==> src/rtl/core/lfs_pkg.sv <==
`default_nettype none

package lfs_pkg;

    // Field widths of the request and result channels.
    localparam int OPCODE_W = 3;
    localparam int POWER_W  = 7;
    localparam int STATE_W  = 4;
    localparam int PULSE_W  = 12;
    localparam int LINK_W   = 2;

    // Configuration port.
    localparam int CFG_INDEX_W = 3;
    localparam int CFG_DATA_W  = 22;
    localparam int AUTO_W      = 22;

    // Timers.
    localparam int TIMER_BITS_DEFAULT = 22;
    localparam int COOLDOWN_MS        = 100;
    localparam int POWER_MAX          = 100;

    // Register reset values.
    localparam logic [15:0] SHOT_TIME_RST     = 16'd200;
    localparam logic [11:0] SERVO_NEUTRAL_RST = 12'd1500;
    localparam logic [9:0]  PUSH_OFFSET_RST   = 10'd500;
    localparam logic [9:0]  BRAKE_OFFSET_RST  = 10'd500;
    localparam logic [15:0] ARM_DELAY_RST     = 16'd2000;
    localparam logic [15:0] SPINUP_RST        = 16'd500;
    localparam logic [15:0] BRAKE_TIME_RST    = 16'd100;
    localparam logic [21:0] AUTO_DISARM_RST   = 22'd60000;

    typedef enum logic [CFG_INDEX_W-1:0] {
        REG_SHOT_TIME     = 3'd0,
        REG_SERVO_NEUTRAL = 3'd1,
        REG_PUSH_OFFSET   = 3'd2,
        REG_BRAKE_OFFSET  = 3'd3,
        REG_ARM_DELAY     = 3'd4,
        REG_SPINUP        = 3'd5,
        REG_BRAKE_TIME    = 3'd6,
        REG_AUTO_DISARM   = 3'd7
    } reg_idx_t;

    typedef enum logic [OPCODE_W-1:0] {
        OP_TICK      = 3'd0,
        OP_ACTIVITY  = 3'd1,
        OP_ARM       = 3'd2,
        OP_DISARM    = 3'd3,
        OP_FIRE      = 3'd4,
        OP_ESC_TEST  = 3'd5,
        OP_CALIBRATE = 3'd6
    } op_t;

    typedef enum logic [STATE_W-1:0] {
        MODE_IDLE      = 4'd0,
        MODE_ARMING    = 4'd1,
        MODE_ARMED     = 4'd2,
        MODE_DISARMING = 4'd3,
        MODE_DISARMED  = 4'd4,
        MODE_SPINUP    = 4'd5,
        MODE_PUSH      = 4'd6,
        MODE_BRAKE     = 4'd7,
        MODE_COOLDOWN  = 4'd8,
        MODE_ESC_TEST  = 4'd9,
        MODE_CALIB     = 4'd10
    } mode_t;

    typedef enum logic [LINK_W-1:0] {
        LINK_NONE   = 2'd0,
        LINK_ATTACH = 2'd1,
        LINK_DETACH = 2'd2
    } link_t;

    // Configuration register contents.
    typedef struct packed {
        logic [15:0]       shot_time_ms;
        logic [11:0]       servo_neutral_us;
        logic [9:0]        push_offset_us;
        logic [9:0]        brake_offset_us;
        logic [15:0]       arm_wait_ms;
        logic [15:0]       spin_wait_ms;
        logic [15:0]       brake_hold_ms;
        logic [AUTO_W-1:0] idle_limit_ms;
    } cfg_t;

    // One result item.
    typedef struct packed {
        mode_t              state;
        logic               armed;
        logic               can_fire;
        logic               flywheel_update;
        logic [POWER_W-1:0] flywheel_power;
        logic               servo_update;
        logic [PULSE_W-1:0] servo_pulse_us;
        link_t              esc_link;
        link_t              pusher_link;
        logic               arm_first_error;
    } res_t;

endpackage

`default_nettype wire

==> src/rtl/core/lfs_ifs.sv <==
`default_nettype none

// Request channel: one event per request.
interface lfs_cmd_if;
    logic                         valid;
    logic                         ready;
    logic [lfs_pkg::OPCODE_W-1:0] opcode;
    logic [lfs_pkg::POWER_W-1:0]  power;

    modport source (output valid, output opcode, output power, input ready);
    modport sink (input valid, input opcode, input power, output ready);
endinterface

// Result channel: one result per request.
interface lfs_res_if;
    logic                         valid;
    logic                         ready;
    logic [lfs_pkg::STATE_W-1:0]  state;
    logic                         armed;
    logic                         can_fire;
    logic                         flywheel_update;
    logic [lfs_pkg::POWER_W-1:0]  flywheel_power;
    logic                         servo_update;
    logic [lfs_pkg::PULSE_W-1:0]  servo_pulse_us;
    logic [lfs_pkg::LINK_W-1:0]   esc_link;
    logic [lfs_pkg::LINK_W-1:0]   pusher_link;
    logic                         arm_first_error;

    modport source (
        output valid, output state, output armed, output can_fire,
        output flywheel_update, output flywheel_power, output servo_update,
        output servo_pulse_us, output esc_link, output pusher_link,
        output arm_first_error, input ready
    );
    modport sink (
        input valid, input state, input armed, input can_fire,
        input flywheel_update, input flywheel_power, input servo_update,
        input servo_pulse_us, input esc_link, input pusher_link,
        input arm_first_error, output ready
    );
endinterface

`default_nettype wire

==> src/rtl/core/lfs_cfg.sv <==
`default_nettype none

module lfs_cfg (
    input  wire logic                             clk,
    input  wire logic                             rst_n,
    input  wire logic                             cfg_we,
    input  wire logic [lfs_pkg::CFG_INDEX_W-1:0]  cfg_index,
    input  wire logic [lfs_pkg::CFG_DATA_W-1:0]   cfg_wdata,
    output lfs_pkg::cfg_t                         cfg
);

    lfs_pkg::cfg_t cfg_reg;
    lfs_pkg::cfg_t cfg_next;

    // Decode the register index; each write keeps the low bits of the data.
    always_comb
    begin
        cfg_next = cfg_reg;
        if (cfg_we)
        begin
            unique case (lfs_pkg::reg_idx_t'(cfg_index))
                lfs_pkg::REG_SHOT_TIME:     cfg_next.shot_time_ms     = cfg_wdata[15:0];
                lfs_pkg::REG_SERVO_NEUTRAL: cfg_next.servo_neutral_us = cfg_wdata[11:0];
                lfs_pkg::REG_PUSH_OFFSET:   cfg_next.push_offset_us   = cfg_wdata[9:0];
                lfs_pkg::REG_BRAKE_OFFSET:  cfg_next.brake_offset_us  = cfg_wdata[9:0];
                lfs_pkg::REG_ARM_DELAY:     cfg_next.arm_wait_ms      = cfg_wdata[15:0];
                lfs_pkg::REG_SPINUP:        cfg_next.spin_wait_ms     = cfg_wdata[15:0];
                lfs_pkg::REG_BRAKE_TIME:    cfg_next.brake_hold_ms    = cfg_wdata[15:0];
                lfs_pkg::REG_AUTO_DISARM:
                    cfg_next.idle_limit_ms = cfg_wdata[lfs_pkg::AUTO_W-1:0];
                default:                    cfg_next = cfg_reg;
            endcase
        end
    end

    // Register file with its reset defaults.
    always_ff @(posedge clk or negedge rst_n)
    begin
        if (!rst_n)
        begin
            cfg_reg.shot_time_ms     <= lfs_pkg::SHOT_TIME_RST;
            cfg_reg.servo_neutral_us <= lfs_pkg::SERVO_NEUTRAL_RST;
            cfg_reg.push_offset_us   <= lfs_pkg::PUSH_OFFSET_RST;
            cfg_reg.brake_offset_us  <= lfs_pkg::BRAKE_OFFSET_RST;
            cfg_reg.arm_wait_ms      <= lfs_pkg::ARM_DELAY_RST;
            cfg_reg.spin_wait_ms     <= lfs_pkg::SPINUP_RST;
            cfg_reg.brake_hold_ms    <= lfs_pkg::BRAKE_TIME_RST;
            cfg_reg.idle_limit_ms    <= lfs_pkg::AUTO_DISARM_RST;
        end
        else
        begin
            cfg_reg <= cfg_next;
        end
    end

    assign cfg = cfg_reg;

endmodule

`default_nettype wire

==> src/rtl/core/lfs_engine.sv <==
`default_nettype none

module lfs_engine #(
    parameter int TIMER_BITS = lfs_pkg::TIMER_BITS_DEFAULT
) (
    input  wire logic                          clk,
    input  wire logic                          rst_n,
    input  wire logic                          advance,
    input  wire logic [lfs_pkg::OPCODE_W-1:0]  opcode,
    input  wire logic [lfs_pkg::POWER_W-1:0]   power,
    input  wire lfs_pkg::cfg_t                 cfg,
    output lfs_pkg::res_t                      res
);

    // Compare width wide enough for both the timers and the widest limit.
    localparam int CMP_W = (TIMER_BITS > lfs_pkg::AUTO_W) ? TIMER_BITS : lfs_pkg::AUTO_W;

    lfs_pkg::mode_t          mode_reg, mode_next;
    logic                    armed_reg, armed_next;
    logic [TIMER_BITS-1:0]   tim_reg, tim_next;
    logic [TIMER_BITS-1:0]   tsa_reg, tsa_next;
    logic [lfs_pkg::POWER_W-1:0] held_reg, held_next;

    lfs_pkg::mode_t          mode_a;
    lfs_pkg::mode_t          target;
    logic [TIMER_BITS-1:0]   tim_a;
    logic [TIMER_BITS-1:0]   tsa_a;
    logic [lfs_pkg::POWER_W-1:0] pw_clamped;
    logic [CMP_W-1:0]        tim_cmp;
    logic [CMP_W-1:0]        tsa_cmp;
    logic [lfs_pkg::PULSE_W:0]   push_sum;
    logic [lfs_pkg::PULSE_W-1:0] brake_sub;
    logic                    idle_or_armed;

    assign pw_clamped = (power > lfs_pkg::POWER_W'(lfs_pkg::POWER_MAX))
                        ? lfs_pkg::POWER_W'(lfs_pkg::POWER_MAX) : power;

    // Servo pulse targets: push saturates high, brake saturates at zero.
    assign push_sum  = {1'b0, cfg.servo_neutral_us}
                       + (lfs_pkg::PULSE_W + 1)'(cfg.push_offset_us);
    assign brake_sub = (cfg.servo_neutral_us >= lfs_pkg::PULSE_W'(cfg.brake_offset_us))
                       ? cfg.servo_neutral_us - lfs_pkg::PULSE_W'(cfg.brake_offset_us)
                       : '0;

    // Command step, timed step and entry actions for one event.
    always_comb
    begin
        mode_a        = mode_reg;
        target        = mode_reg;
        tim_a         = tim_reg;
        tsa_a         = tsa_reg;
        held_next     = held_reg;
        armed_next    = armed_reg;
        mode_next     = mode_reg;
        tim_next      = tim_reg;
        tsa_next      = tsa_reg;
        tim_cmp       = '0;
        tsa_cmp       = '0;
        idle_or_armed = 1'b0;
        res           = '0;

        // A tick advances both timers, saturating.
        if (lfs_pkg::op_t'(opcode) == lfs_pkg::OP_TICK)
        begin
            tim_a = (tim_reg == '1) ? tim_reg : tim_reg + TIMER_BITS'(1);
            tsa_a = (tsa_reg == '1) ? tsa_reg : tsa_reg + TIMER_BITS'(1);
        end

        // Command step.
        unique case (lfs_pkg::op_t'(opcode))
            lfs_pkg::OP_ACTIVITY:
            begin
                tsa_a = '0;
            end
            lfs_pkg::OP_ARM:
            begin
                tsa_a = '0;
                if (!armed_reg && mode_reg != lfs_pkg::MODE_ARMING)
                begin
                    target = lfs_pkg::MODE_ARMING;
                end
            end
            lfs_pkg::OP_DISARM:
            begin
                tim_a = '0;
                if (mode_reg == lfs_pkg::MODE_CALIB)
                begin
                    mode_a = lfs_pkg::MODE_IDLE;
                    target = lfs_pkg::MODE_IDLE;
                end
                else
                begin
                    target = lfs_pkg::MODE_DISARMING;
                end
            end
            lfs_pkg::OP_FIRE:
            begin
                if (!armed_reg)
                begin
                    res.arm_first_error = 1'b1;
                end
                else if (mode_reg == lfs_pkg::MODE_ARMED || mode_reg == lfs_pkg::MODE_IDLE)
                begin
                    held_next = pw_clamped;
                    target    = lfs_pkg::MODE_SPINUP;
                    tsa_a     = '0;
                end
            end
            lfs_pkg::OP_ESC_TEST:
            begin
                if (!armed_reg)
                begin
                    res.arm_first_error = 1'b1;
                end
                else
                begin
                    held_next = pw_clamped;
                    target    = lfs_pkg::MODE_ESC_TEST;
                    tim_a     = '0;
                    tsa_a     = '0;
                end
            end
            lfs_pkg::OP_CALIBRATE:
            begin
                if (!armed_reg)
                begin
                    res.arm_first_error = 1'b1;
                end
                else
                begin
                    res.esc_link = lfs_pkg::LINK_ATTACH;
                    if (mode_reg != lfs_pkg::MODE_CALIB)
                    begin
                        tim_a = '0;
                    end
                    mode_a = lfs_pkg::MODE_CALIB;
                    target = lfs_pkg::MODE_CALIB;
                end
            end
            default:
            begin
                target = mode_reg;
            end
        endcase

        // Timed step, only when the command left the mode alone.
        tim_cmp       = CMP_W'(tim_a);
        tsa_cmp       = CMP_W'(tsa_a);
        idle_or_armed = (mode_a == lfs_pkg::MODE_IDLE) || (mode_a == lfs_pkg::MODE_ARMED);
        if (target == mode_a)
        begin
            if (armed_reg && idle_or_armed && tsa_cmp > CMP_W'(cfg.idle_limit_ms))
            begin
                target = lfs_pkg::MODE_DISARMING;
            end
            else
            begin
                unique case (mode_a)
                    lfs_pkg::MODE_ARMING:
                        if (tim_cmp >= CMP_W'(cfg.arm_wait_ms))
                            target = lfs_pkg::MODE_ARMED;
                    lfs_pkg::MODE_DISARMING:
                        target = lfs_pkg::MODE_DISARMED;
                    lfs_pkg::MODE_SPINUP:
                        if (tim_cmp >= CMP_W'(cfg.spin_wait_ms))
                            target = lfs_pkg::MODE_PUSH;
                    lfs_pkg::MODE_PUSH:
                        if (tim_cmp >= CMP_W'(cfg.shot_time_ms))
                            target = lfs_pkg::MODE_BRAKE;
                    lfs_pkg::MODE_BRAKE:
                        if (tim_cmp >= CMP_W'(cfg.brake_hold_ms))
                            target = lfs_pkg::MODE_COOLDOWN;
                    lfs_pkg::MODE_COOLDOWN:
                        if (tim_cmp >= CMP_W'(lfs_pkg::COOLDOWN_MS))
                            target = lfs_pkg::MODE_ARMED;
                    default:
                        target = mode_a;
                endcase
            end
        end

        // Entry actions of the new mode.
        mode_next = mode_a;
        tim_next  = tim_a;
        tsa_next  = tsa_a;
        if (target != mode_a)
        begin
            mode_next = target;
            tim_next  = '0;
            unique case (target)
                lfs_pkg::MODE_ARMING:
                    res.esc_link = lfs_pkg::LINK_ATTACH;
                lfs_pkg::MODE_ARMED:
                    armed_next = 1'b1;
                lfs_pkg::MODE_DISARMING:
                    armed_next = 1'b0;
                lfs_pkg::MODE_DISARMED:
                begin
                    res.esc_link    = lfs_pkg::LINK_DETACH;
                    res.pusher_link = lfs_pkg::LINK_DETACH;
                end
                lfs_pkg::MODE_SPINUP, lfs_pkg::MODE_ESC_TEST:
                begin
                    res.flywheel_update = 1'b1;
                    res.flywheel_power  = held_next;
                end
                lfs_pkg::MODE_PUSH:
                begin
                    res.pusher_link    = lfs_pkg::LINK_ATTACH;
                    res.servo_update   = 1'b1;
                    res.servo_pulse_us = push_sum[lfs_pkg::PULSE_W]
                                         ? '1 : push_sum[lfs_pkg::PULSE_W-1:0];
                end
                lfs_pkg::MODE_BRAKE:
                begin
                    res.servo_update   = 1'b1;
                    res.servo_pulse_us = brake_sub;
                end
                lfs_pkg::MODE_COOLDOWN:
                begin
                    res.servo_update    = 1'b1;
                    res.servo_pulse_us  = cfg.servo_neutral_us;
                    res.flywheel_update = 1'b1;
                    res.flywheel_power  = '0;
                end
                default:
                    armed_next = armed_reg;
            endcase
        end

        res.state    = mode_next;
        res.armed    = armed_next;
        res.can_fire = armed_next && (mode_next == lfs_pkg::MODE_IDLE
                                      || mode_next == lfs_pkg::MODE_ARMED);
    end

    // Sequencer state, updated once per processed request.
    always_ff @(posedge clk or negedge rst_n)
    begin
        if (!rst_n)
        begin
            mode_reg  <= lfs_pkg::MODE_IDLE;
            armed_reg <= 1'b0;
            tim_reg   <= '0;
            tsa_reg   <= '0;
            held_reg  <= '0;
        end
        else if (advance)
        begin
            mode_reg  <= mode_next;
            armed_reg <= armed_next;
            tim_reg   <= tim_next;
            tsa_reg   <= tsa_next;
            held_reg  <= held_next;
        end
    end

endmodule

`default_nettype wire

==> src/rtl/core/launcher_firing_sequencer.sv <==
`default_nettype none

// Channel  Dir  Contents                                  Handshake
// cmd      in   opcode, power                             valid/ready
// res      out  state, armed, can_fire, flywheel, servo,  valid/ready
//               esc/pusher link, arm_first_error
// cfg      in   cfg_index, cfg_wdata                      cfg_we, no stall
//
// One request per clock is taken while cmd.ready is high.
// The request register and the result register each hold one item, so the block
// keeps taking requests while a finished result waits; cmd.ready drops only when
// both are full and res.ready is low. The sequencer state advances when the
// request register hands its item to the result register. Reset is asynchronous
// and puts the sequencer in idle, disarmed, with the config registers at defaults.

module launcher_firing_sequencer #(
    parameter int TIMER_BITS = lfs_pkg::TIMER_BITS_DEFAULT
) (
    input  wire logic                             clk,
    input  wire logic                             rst_n,
    lfs_cmd_if.sink                               cmd,
    lfs_res_if.source                             res,
    input  wire logic                             cfg_we,
    input  wire logic [lfs_pkg::CFG_INDEX_W-1:0]  cfg_index,
    input  wire logic [lfs_pkg::CFG_DATA_W-1:0]   cfg_wdata
);

    lfs_pkg::cfg_t                cfg;
    lfs_pkg::res_t                step_res;

    logic                         req_valid_reg, req_valid_next;
    logic [lfs_pkg::OPCODE_W-1:0] req_op_reg;
    logic [lfs_pkg::POWER_W-1:0]  req_pw_reg;
    logic                         out_valid_reg, out_valid_next;
    lfs_pkg::res_t                out_res_reg;

    logic                         out_free;
    logic                         advance;
    logic                         load;

    lfs_cfg u_cfg (
        .clk       (clk),
        .rst_n     (rst_n),
        .cfg_we    (cfg_we),
        .cfg_index (cfg_index),
        .cfg_wdata (cfg_wdata),
        .cfg       (cfg)
    );

    lfs_engine #(
        .TIMER_BITS (TIMER_BITS)
    ) u_engine (
        .clk     (clk),
        .rst_n   (rst_n),
        .advance (advance),
        .opcode  (req_op_reg),
        .power   (req_pw_reg),
        .cfg     (cfg),
        .res     (step_res)
    );

    // Flow control between the request register and the result register.
    assign out_free  = !out_valid_reg || res.ready;
    assign advance   = req_valid_reg && out_free;
    assign cmd.ready = !req_valid_reg || out_free;
    assign load      = cmd.valid && cmd.ready;

    always_comb
    begin
        req_valid_next = req_valid_reg;
        if (load)
        begin
            req_valid_next = 1'b1;
        end
        else if (advance)
        begin
            req_valid_next = 1'b0;
        end

        out_valid_next = out_valid_reg;
        if (advance)
        begin
            out_valid_next = 1'b1;
        end
        else if (res.ready)
        begin
            out_valid_next = 1'b0;
        end
    end

    // Valid flags.
    always_ff @(posedge clk or negedge rst_n)
    begin
        if (!rst_n)
        begin
            req_valid_reg <= 1'b0;
            out_valid_reg <= 1'b0;
        end
        else
        begin
            req_valid_reg <= req_valid_next;
            out_valid_reg <= out_valid_next;
        end
    end

    // Payload registers.
    always_ff @(posedge clk)
    begin
        if (load)
        begin
            req_op_reg <= cmd.opcode;
            req_pw_reg <= cmd.power;
        end
        if (advance)
        begin
            out_res_reg <= step_res;
        end
    end

    // Result channel.
    assign res.valid           = out_valid_reg;
    assign res.state           = out_res_reg.state;
    assign res.armed           = out_res_reg.armed;
    assign res.can_fire        = out_res_reg.can_fire;
    assign res.flywheel_update = out_res_reg.flywheel_update;
    assign res.flywheel_power  = out_res_reg.flywheel_power;
    assign res.servo_update    = out_res_reg.servo_update;
    assign res.servo_pulse_us  = out_res_reg.servo_pulse_us;
    assign res.esc_link        = out_res_reg.esc_link;
    assign res.pusher_link     = out_res_reg.pusher_link;
    assign res.arm_first_error = out_res_reg.arm_first_error;

endmodule

`default_nettype wire
==> src/flat_wrapper.sv <==
// flat-port wrapper written by rule: the top's interface ports become plain ports
module launcher_firing_sequencer_flat 
#(
    parameter int TIMER_BITS = lfs_pkg::TIMER_BITS_DEFAULT
)
  (clk, rst_n, cfg_we, cfg_index, cfg_wdata, cmd_valid, cmd_opcode, cmd_power, cmd_ready, res_valid, res_state, res_armed, res_can_fire, res_flywheel_update, res_flywheel_power, res_servo_update, res_servo_pulse_us, res_esc_link, res_pusher_link, res_arm_first_error, res_ready);
  lfs_cmd_if cmd_i ();
  lfs_res_if res_i ();
  input  wire logic clk;
  input  wire logic rst_n;
  input  wire logic cfg_we;
  input  wire logic [lfs_pkg::CFG_INDEX_W-1:0] cfg_index;
  input  wire logic [lfs_pkg::CFG_DATA_W-1:0] cfg_wdata;
  input wire logic [$bits(cmd_i.valid)-1:0] cmd_valid;
  input wire logic [$bits(cmd_i.opcode)-1:0] cmd_opcode;
  input wire logic [$bits(cmd_i.power)-1:0] cmd_power;
  output wire logic [$bits(cmd_i.ready)-1:0] cmd_ready;
  output wire logic [$bits(res_i.valid)-1:0] res_valid;
  output wire logic [$bits(res_i.state)-1:0] res_state;
  output wire logic [$bits(res_i.armed)-1:0] res_armed;
  output wire logic [$bits(res_i.can_fire)-1:0] res_can_fire;
  output wire logic [$bits(res_i.flywheel_update)-1:0] res_flywheel_update;
  output wire logic [$bits(res_i.flywheel_power)-1:0] res_flywheel_power;
  output wire logic [$bits(res_i.servo_update)-1:0] res_servo_update;
  output wire logic [$bits(res_i.servo_pulse_us)-1:0] res_servo_pulse_us;
  output wire logic [$bits(res_i.esc_link)-1:0] res_esc_link;
  output wire logic [$bits(res_i.pusher_link)-1:0] res_pusher_link;
  output wire logic [$bits(res_i.arm_first_error)-1:0] res_arm_first_error;
  input wire logic [$bits(res_i.ready)-1:0] res_ready;
  assign cmd_i.valid = cmd_valid;
  assign cmd_i.opcode = cmd_opcode;
  assign cmd_i.power = cmd_power;
  assign cmd_ready = cmd_i.ready;
  assign res_valid = res_i.valid;
  assign res_state = res_i.state;
  assign res_armed = res_i.armed;
  assign res_can_fire = res_i.can_fire;
  assign res_flywheel_update = res_i.flywheel_update;
  assign res_flywheel_power = res_i.flywheel_power;
  assign res_servo_update = res_i.servo_update;
  assign res_servo_pulse_us = res_i.servo_pulse_us;
  assign res_esc_link = res_i.esc_link;
  assign res_pusher_link = res_i.pusher_link;
  assign res_arm_first_error = res_i.arm_first_error;
  assign res_i.ready = res_ready;
  launcher_firing_sequencer #(.TIMER_BITS(TIMER_BITS)) u_core (.clk(clk), .rst_n(rst_n), .cmd(cmd_i), .res(res_i), .cfg_we(cfg_we), .cfg_index(cfg_index), .cfg_wdata(cfg_wdata));
endmodule
==> config.mk <==
export PLATFORM = sky130hd
export DESIGN_NAME = launcher_firing_sequencer_flat
export DESIGN_NICKNAME = d
export VERILOG_FILES = /design/src/rtl/core/lfs_pkg.sv /design/src/rtl/core/lfs_ifs.sv /design/src/rtl/core/lfs_cfg.sv /design/src/rtl/core/lfs_engine.sv /design/src/rtl/core/launcher_firing_sequencer.sv /design/src/flat_wrapper.sv
export SDC_FILE = /design/constraint.sdc
export NUM_CORES = 1
export LEC_CHECK = 0
export BUFFER_PORTS_ARGS = -buffer_cell sky130_fd_sc_hd__buf_2
export CORE_MARGIN = 3
export CORE_UTILIZATION = 44
export DETAILED_ROUTE_END_ITERATION = 6
export PLACE_DENSITY = 0.65
export SYNTH_ARGS = -nofsm -noshare
export SYNTH_HDL_FRONTEND = slang
export SYNTH_SLANG_ARGS = --single-unit
==> constraint.sdc <==
create_clock -name clk -period 7.7 [get_ports clk]
set_input_delay 1.155 -clock clk [delete_from_list [all_inputs] [get_ports clk]]
set_output_delay 1.155 -clock clk [all_outputs]
set_load 0.05 [all_outputs]
# --- Yosys cells after proc, flatten, opt, wreduce, memory -nomap -nowiden ---
# Index checks and enable logic that the tools add are counted.
classes:
  add_sub_neg: 4
  mul: 0
  n_div: 0
  n_lt_le_gt_ge: 8
  eq_ne: 38
  n_shift: 0
  n_mux: 52
  n_bitwise: 0
  n_reduce_logical: 32
op_table:
  columns: ["operator", "n"]
  rows:
  - ["22-bit 2-to-1 mux", 11]
  - ["22-bit case mux with 3 select lines", 2]
  - ["22-bit by 16-bit greater-or-equal comparator with 1-bit output", 4]
  - ["4-bit 2-to-1 mux", 15]
  - ["22-bit by 1-bit adder with 22-bit output (second input constant)", 2]
  - ["22-bit equality test (second input constant)", 2]
  - ["13-bit case mux with 3 select lines", 1]
  - ["4-bit by 3-bit equality test with 1-bit output (second input constant)", 7]
  - ["7-bit 2-to-1 mux", 4]
  - ["4-bit by 2-bit equality test with 1-bit output (second input constant)", 6]
  - ["12-bit 2-to-1 mux", 2]
  - ["4-bit case mux with 6 select lines", 1]
  - ["22-bit by 7-bit greater-or-equal comparator with 1-bit output (second input constant)", 1]
  - ["22-bit > comparator", 1]
  - ["3-bit equality test (second input constant)", 7]
  - ["4-bit case mux with 5 select lines", 1]
  - ["4-bit equality test (second input constant)", 4]
  - ["8-bit case mux with 2 select lines", 1]
  - ["2-bit AND reduction", 8]
  - ["7-bit case mux with 2 select lines", 1]
  - ["12-bit by 10-bit adder with 13-bit output", 1]
  - ["3-bit by 2-bit equality test with 1-bit output (second input constant)", 4]
  - ["12-bit by 10-bit greater-or-equal comparator with 1-bit output", 1]
  - ["4-bit zero test", 3]
  - ["other kinds (20)", 44]
word_totals:
  ff_bits: 218
  latch_bits: 0
  mem_bits_rw: 0
  romBits: 0
  inputBits: 40
  out_inout_bits: 34
  word_cells: 161
  n_memories: 0

# --- Logic depth before layout (Yosys ltp) ---
depth:
  ltp_word: 16
  depth_mapped: 26
  depth_no_buf: 24

# --- Hierarchy ---
# From an unflattened synthesis, not the netlist that was laid out.
unflattened:
  hier_cells: 1447
  hier_area_um2: 14295.0
modules_own_cells:
  columns: ["module", "instances", "cells_each", "area_each_um2", "seq_area_each_um2"]
  rows:
  - ["lfs_engine", 1, 1139, 8348.0, 1401.3]
  - ["lfs_cfg", 1, 258, 4581.9, 3007.9]
  - ["launcher_firing_sequencer", 1, 50, 1365.1, 1311.3]

# --- Worst setup path after synthesis ---
# OpenSTA, ideal clock, no wires.
synth_timing:
  kind: "register to register"
  start: "register u_core.req_op_reg[0] (netlist name)"
  end: "register u_core.out_res_reg, in the netlist u_core.res.can_fire (data pin)"
  setup_ns: 0.265
  arrival_ns: 5.156
  t_required_ns: 7.435
  path_slack_ns: 2.278
  stages_incl_launch_ff: 23
  path_buffers: 2
  period_less_slack_ns: 5.422
  path_cell_list: "edfxtp_1 > buf_2 > or3_1 > nor2_1 > nand4_1 > nor2_1 > nand4_1 > xor2_1 > nor2_1 > ha_1 > a21oi_1 > o21ai_0 > a2111oi_0 > a31oi_1 > o31a_1 > nor2_1 > o21ai_0 > o41a_2 > xnor2_2 > or4_4 > buf_6 > a21oi_1 > nor3_2"
synth_lines:
  columns: ["item", "line", "rtl"]
  rows:
  - ["start: declaration", "launcher_firing_sequencer.sv:32", "logic [lfs_pkg::OPCODE_W-1:0] req_op_reg;"]
  - ["start signal: assignment", "launcher_firing_sequencer.sv:111", "req_op_reg <= cmd.opcode;"]
  - ["end signal: assignment", "launcher_firing_sequencer.sv:116", "out_res_reg <= step_res;"]
  - ["end: declaration", "launcher_firing_sequencer.sv:35", "lfs_pkg::res_t out_res_reg;"]

# --- Final worst setup path ---
layout_timing:
  start: "register u_core.req_op_reg[2] (netlist name)"
  end: "register u_core.out_res_reg, in the netlist u_core.res.servo_pulse_us[5] (data pin)"
layout_via:
  word_cells_on_any_way: 51
  cone_classes: "6 x order compare; 18 x eq/ne; 21 x mux; 6 x reduce/logical"
layout_lines:
  columns: ["item", "line", "rtl"]
  rows:
  - ["3-bit zero test", "lfs_engine.sv:63", "if (lfs_pkg::op_t'(opcode) == lfs_pkg::OP_TICK)"]
  - ["22-bit 2-to-1 mux", "lfs_engine.sv:63", null]
  - ["22-bit 2-to-1 mux", "lfs_engine.sv:102", "else if (mode_reg == lfs_pkg::MODE_ARMED || mode_reg == lfs_pkg::MODE_IDLE)"]
  - ["22-bit 2-to-1 mux", "lfs_engine.sv:98", "if (!armed_reg)"]
  - ["22-bit case mux with 3 select lines *", "lfs_engine.sv:70", "unique case (lfs_pkg::op_t'(opcode))"]
  - ["named net u_core.u_engine.tsa_a[13]", "lfs_engine.sv:27", "logic [TIMER_BITS-1:0] tsa_a;"]
  - ["22-bit > comparator *", "lfs_engine.sv:152", "if (armed_reg && idle_or_armed && tsa_cmp > CMP_W'(cfg.idle_limit_ms))"]
  - ["1-bit logical AND *", "lfs_engine.sv:152", null]
  - ["4-bit 2-to-1 mux *", "lfs_engine.sv:152", null]
  - ["4-bit 2-to-1 mux *", "lfs_engine.sv:150", "if (target == mode_a)"]
  - ["4-bit equality test or 4-bit by 3-bit equality test with 1-bit output (tied branches)", "lfs_engine.sv:190", "unique case (target)"]
  - ["13-bit case mux with 3 select lines", "lfs_engine.sv:190", null]
# The timed path passes the listed nets; every way through them passes the cells marked *.
# A chain may end at the register's enable or synchronous reset.

==> reports/qor_table.md <==
| Quantity | This run | Unit |
|:---|:---|:---|
| Die height | 184 | um |
| Initial antenna violation count | 0 | - |
| Synthesized netlist net count | 1645 | - |
| Pwr per Cell Area | 278 | nW/um^2 |
| Detailed placer's ending HPWL | 25800 | um |
| Placement Cell Area | 14700 | um^2 |
| Slew of the pin with the lowest slew margin | 1030 | ps |
| Crit Path Category | reg2reg | - |
| Headroom to the max-slew limit | 0.311 | - |
| Worst-case vdd ir drop | 151 | uV |
| Count of buffers inserted at the top-level ports | 73 | - |
| Relative area change from synthesis to final layout | 10.6 | % |
| CTS tree | yes | - |
| Outcome | finished clean | - |
| Reported max-cap violation count | 0 | - |
| Achievable Freq | 153 | MHz |
| Core box area | 31000 | um^2 |
| Instance count after placement with tap cells included | 1912 | - |
| Post-synthesis sequential area ratio | 0.406 | - |
| Type of origin of the critical path | flip-flop | - |
| Largest stage delay, worst path | 730 | ps |
| Number of buffers inserted during clock tree synthesis | 25 | - |
| Overall fraction of global-route tracks in use | 0.213 | - |
| Number of setup violations in the final report | 0 | - |
| Number of filler instances in the final layout | 2840 | - |
| Arrival @ worst endpoint | 6780 | ps |
| Commonest cells after routing, fill and taps aside | sky130_fd_sc_hd__nand2_1 (199), sky130_fd_sc_hd__dfrtp_1 (132), sky130_fd_sc_hd__inv_1 (122), sky130_fd_sc_hd__o21ai_0 (108), sky130_fd_sc_hd__ha_1 (108) | - |
| Mapped Cells | 1495 | - |
| Worst skew pair latency | 530 | ps |
| Final Power | 4.31 | mW |
| Via count | 11300 | - |
| Yosys reg bits | 217 | - |
| Clock Tree Root | sky130_fd_sc_hd__clkbuf_16 | - |
| Crit-path cells | or3_1 -> nor2_1 -> nand4_1 -> nor2_1 -> nand4_1 -> xor2_1 -> nor2_1 -> ha_1 -> a21oi_1 -> o21ai_0 -> a2111oi_0 -> a31oi_1 -> o31a_1 -> nor2_1 -> o21ai_0 -> o41a_2 -> xnor2_2 -> or4_4 -> o21ai_2 -> nor2_1 | - |
| M3 GR Usage | 0.0231 | - |
| Most common cell after layout, fill and taps aside | sky130_fd_sc_hd__nand2_1 | - |
| Total number of H-tree levels | 1 | - |
| DRC violation count after routing | 0 | - |
| Main flop type after synthesis | sky130_fd_sc_hd__dfrtp_1 | - |
| CTS sink cnt | 217 | - |
| Count of flip-flops with a built-in enable after synthesis | 41 | - |
| Aggregate routed wire length | 35800 | um |
| Nets | 1693 | - |
| Buffers inserted by post-CTS timing repair | 0 | - |
| Vias in the first global route | 10900 | - |
| Total die area | 34000 | um^2 |
| Quantity of hold-fixing buffers added after cts | 0 | - |
| Minimum period implied by the final worst setup slack | 6520 | ps |
| Starting DRC count in detailed routing | 894 | - |
| Post-route non-filler standard cell count | 1958 | - |
| CTS max path bufs | 3 | - |
| Type of destination of the critical path | flip-flop | - |
| X dimension of the die | 184 | um |
| Total number of yosys warnings | 0 | - |
| Number of top-level pins | 74 | - |
| Max Clock Skew | 10.1 | ps |
| Netlist Area Pre-Place | 14000 | um^2 |
| Grt total ovfl | 0 | - |
| Met2 demand-to-capacity share in global routing | 0.346 | - |
| Unrepaired setup endpoints after global routing | no | - |
| Peak-usage layer in the global routing report | met2 | - |
| Highest fanout seen on the critical path | 27 | - |
| Placement Rows | 64 | - |
| Post-detailed-route via-to-cell ratio | 5.76 | - |
| Number of distinct standard cells referenced by the synthesized netlist | 96 | - |
| Leakage component of the power | 6.90 | nW |
| Diode insertion count for antenna repair | 0 | - |
| CP max stage cell | sky130_fd_sc_hd__or4_4 | - |
| Per-instance average area after synthesis | 9.38 | um^2 |
| First-pass GRT wire length | 58800 | um |
| Share of layout cells above drive strength 1 | 0.195 | - |
| Starting density of the core | 0.452 | - |
| Count of cells resized by post-cts repair | 0 | - |
| Global Route met1 Usage | 0.311 | - |
| Worst Path Required | 7960 | ps |
| Number of slew-limit violations in the final report | 0 | - |
| Total negative setup slack | 0 | ps |
| ANT nets after route | 0 | - |
| Fraction of registers with async set/reset | 0.811 | - |
| Max reg flops | 118 | - |
| Largest net degree at the start of global routing | 103 | - |
| Final Cell Area | 15500 | um^2 |
| Placer Congestion | 0.912 | - |
| Clock-pin transition on the worst setup and hold timing paths | 60 | ps |
| Share of the core filled with cells | 0.500 | - |
| Number of search-and-repair iterations in the first detailed-routing pass | 5 | - |
| Tcrit/Tclk final | 0.847 | - |
| Path category of the worst min-delay check | reg2reg | - |
| Most repeated library cell on the critical path | sky130_fd_sc_hd__nor2_1 | - |
| Final hold violation count | 0 | - |
| Wirelength per Cell | 18.3 | um |
-- cells by family (layout without fill, tap and decap cells) --
kind of cell / Yosys count / in the layout / share of synthesized area
muxes: 96 / 96 / 0.0765
adders and majority gates: 110 / 110 / 0.0993
xor gates and xnor gates: 37 / 37 / 0.0237
and+or+nand+nor: 512 / 512 / 0.183
DFF: 217 / 217 / 0.406
AOI/OAI and AO/OA: 332 / 332 / 0.156
buffers and inverters: 191 / 258 / 0.0557
-- power by group --
| group | switching, mW | leakage (nW) | internal [mW] |
|---|---|---|---|
| Sequential | 0.143 | 2.55 | 1.43 |
| Combinational | 1.00 | 3.95 | 0.577 |
| Clock | 0.478 | 0.400 | 0.679 |
| Total | 1.63 | 6.90 | 2.69 |
-- worst max-delay path: cells and delay by family, from the launching register on --
kind	cells	cell delay (ps)
xor+xnor	2	340
compound gates	8	2180
flops	1	710
fa+ha+maj	1	290
simple gates	9	2730
-- final timing paths --
check,slack [ps],depth (start not counted),startpoint,end
setup / recovery,1180,20,u_core.req_op_reg[2]$_DFFE_PP_,u_core.res.servo_pulse_us[5]$_SDFFCE_PN0P_
hold / removal,480,2,u_core.u_engine.held_reg[0]$_DFFE_PN0P_,u_core.u_engine.held_reg[0]$_DFFE_PN0P_
setup reg to reg,1180,20,u_core.req_op_reg[2]$_DFFE_PP_,u_core.res.servo_pulse_us[5]$_SDFFCE_PN0P_
hold reg to reg,480,2,u_core.u_engine.held_reg[0]$_DFFE_PN0P_,u_core.u_engine.held_reg[0]$_DFFE_PN0P_
max in group asynchronous,5390,2,rst_n,u_core.u_engine.held_reg[4]$_DFFE_PN0P_
min in group asynchronous,760,1,rst_n,u_core.u_cfg.cfg[4]$_DFFE_PN0P_
-- Yosys cell counts, types with 7 or more instances --
library cell | n | area [um^2]
sky130_fd_sc_hd__a31oi_1 | 10 | 62.6
sky130_fd_sc_hd__nand2b_1 | 17 | 106
sky130_fd_sc_hd__ha_1 | 108 | 1350
sky130_fd_sc_hd__dfrtp_1 | 132 | 3300
sky130_fd_sc_hd__buf_4 | 7 | 52.6
sky130_fd_sc_hd__nor3_1 | 23 | 115
sky130_fd_sc_hd__a211oi_1 | 10 | 75.1
sky130_fd_sc_hd__clkbuf_1 | 40 | 150
sky130_fd_sc_hd__and2_1 | 11 | 68.8
sky130_fd_sc_hd__xor2_1 | 14 | 123
sky130_fd_sc_hd__o21ai_0 | 108 | 541
sky130_fd_sc_hd__edfxtp_1 | 41 | 1230
sky130_fd_sc_hd__a222oi_1 | 8 | 80.1
sky130_fd_sc_hd__xnor2_1 | 22 | 193
sky130_fd_sc_hd__dfstp_2 | 44 | 1160
sky130_fd_sc_hd__nand2_1 | 200 | 751
sky130_fd_sc_hd__o31ai_1 | 20 | 150
sky130_fd_sc_hd__nor2b_1 | 17 | 106
sky130_fd_sc_hd__a21o_1 | 12 | 90.1
sky130_fd_sc_hd__nor2_1 | 96 | 360
sky130_fd_sc_hd__a2111oi_0 | 7 | 61.3
sky130_fd_sc_hd__a21oi_1 | 68 | 340
sky130_fd_sc_hd__and4_1 | 11 | 96.3
sky130_fd_sc_hd__mux2i_1 | 7 | 70.1
sky130_fd_sc_hd__inv_1 | 123 | 462
sky130_fd_sc_hd__buf_2 | 11 | 55.1
sky130_fd_sc_hd__nor4_1 | 11 | 68.8
sky130_fd_sc_hd__mux2_2 | 89 | 1000
sky130_fd_sc_hd__nand3_1 | 32 | 160
sky130_fd_sc_hd__o211ai_1 | 11 | 82.6
sky130_fd_sc_hd__or3_1 | 12 | 75.1
sky130_fd_sc_hd__and3_1 | 10 | 62.6
sky130_fd_sc_hd__nand4_1 | 25 | 156
sky130_fd_sc_hd__o21a_1 | 13 | 97.6
-- area by class of cell --
class | instances | area (um^2) | area share
Multi-Input combinational cell | 1087 | 7570 | 0.488
Sequential cell | 217 | 5690 | 0.367
Clock buffer | 35 | 713 | 0.0460
Tap cell | 396 | 495 | 0.0320
Timing Repair Buffer | 89 | 492 | 0.0317
Inverter | 123 | 462 | 0.0298
Clock inverter | 11 | 86.3 | 0.00557
-- metal layers --
metal  vias up  part of all wire
met3        43             0.048
met4         0             0.016
li1       5458                 -
met1      5533              0.47
met2       249              0.46
met5         -                 0
-- stage by stage --
stage                     hold slack, ps  worst slack, ps
after floorplan                      450             2280
after CTS                            483             1260
after global routing                 507              539
after detailed placement             470             1270
final                                479             1180
after global placement               461             1420
No activity file was read; power rests on OpenSTA's default activity.
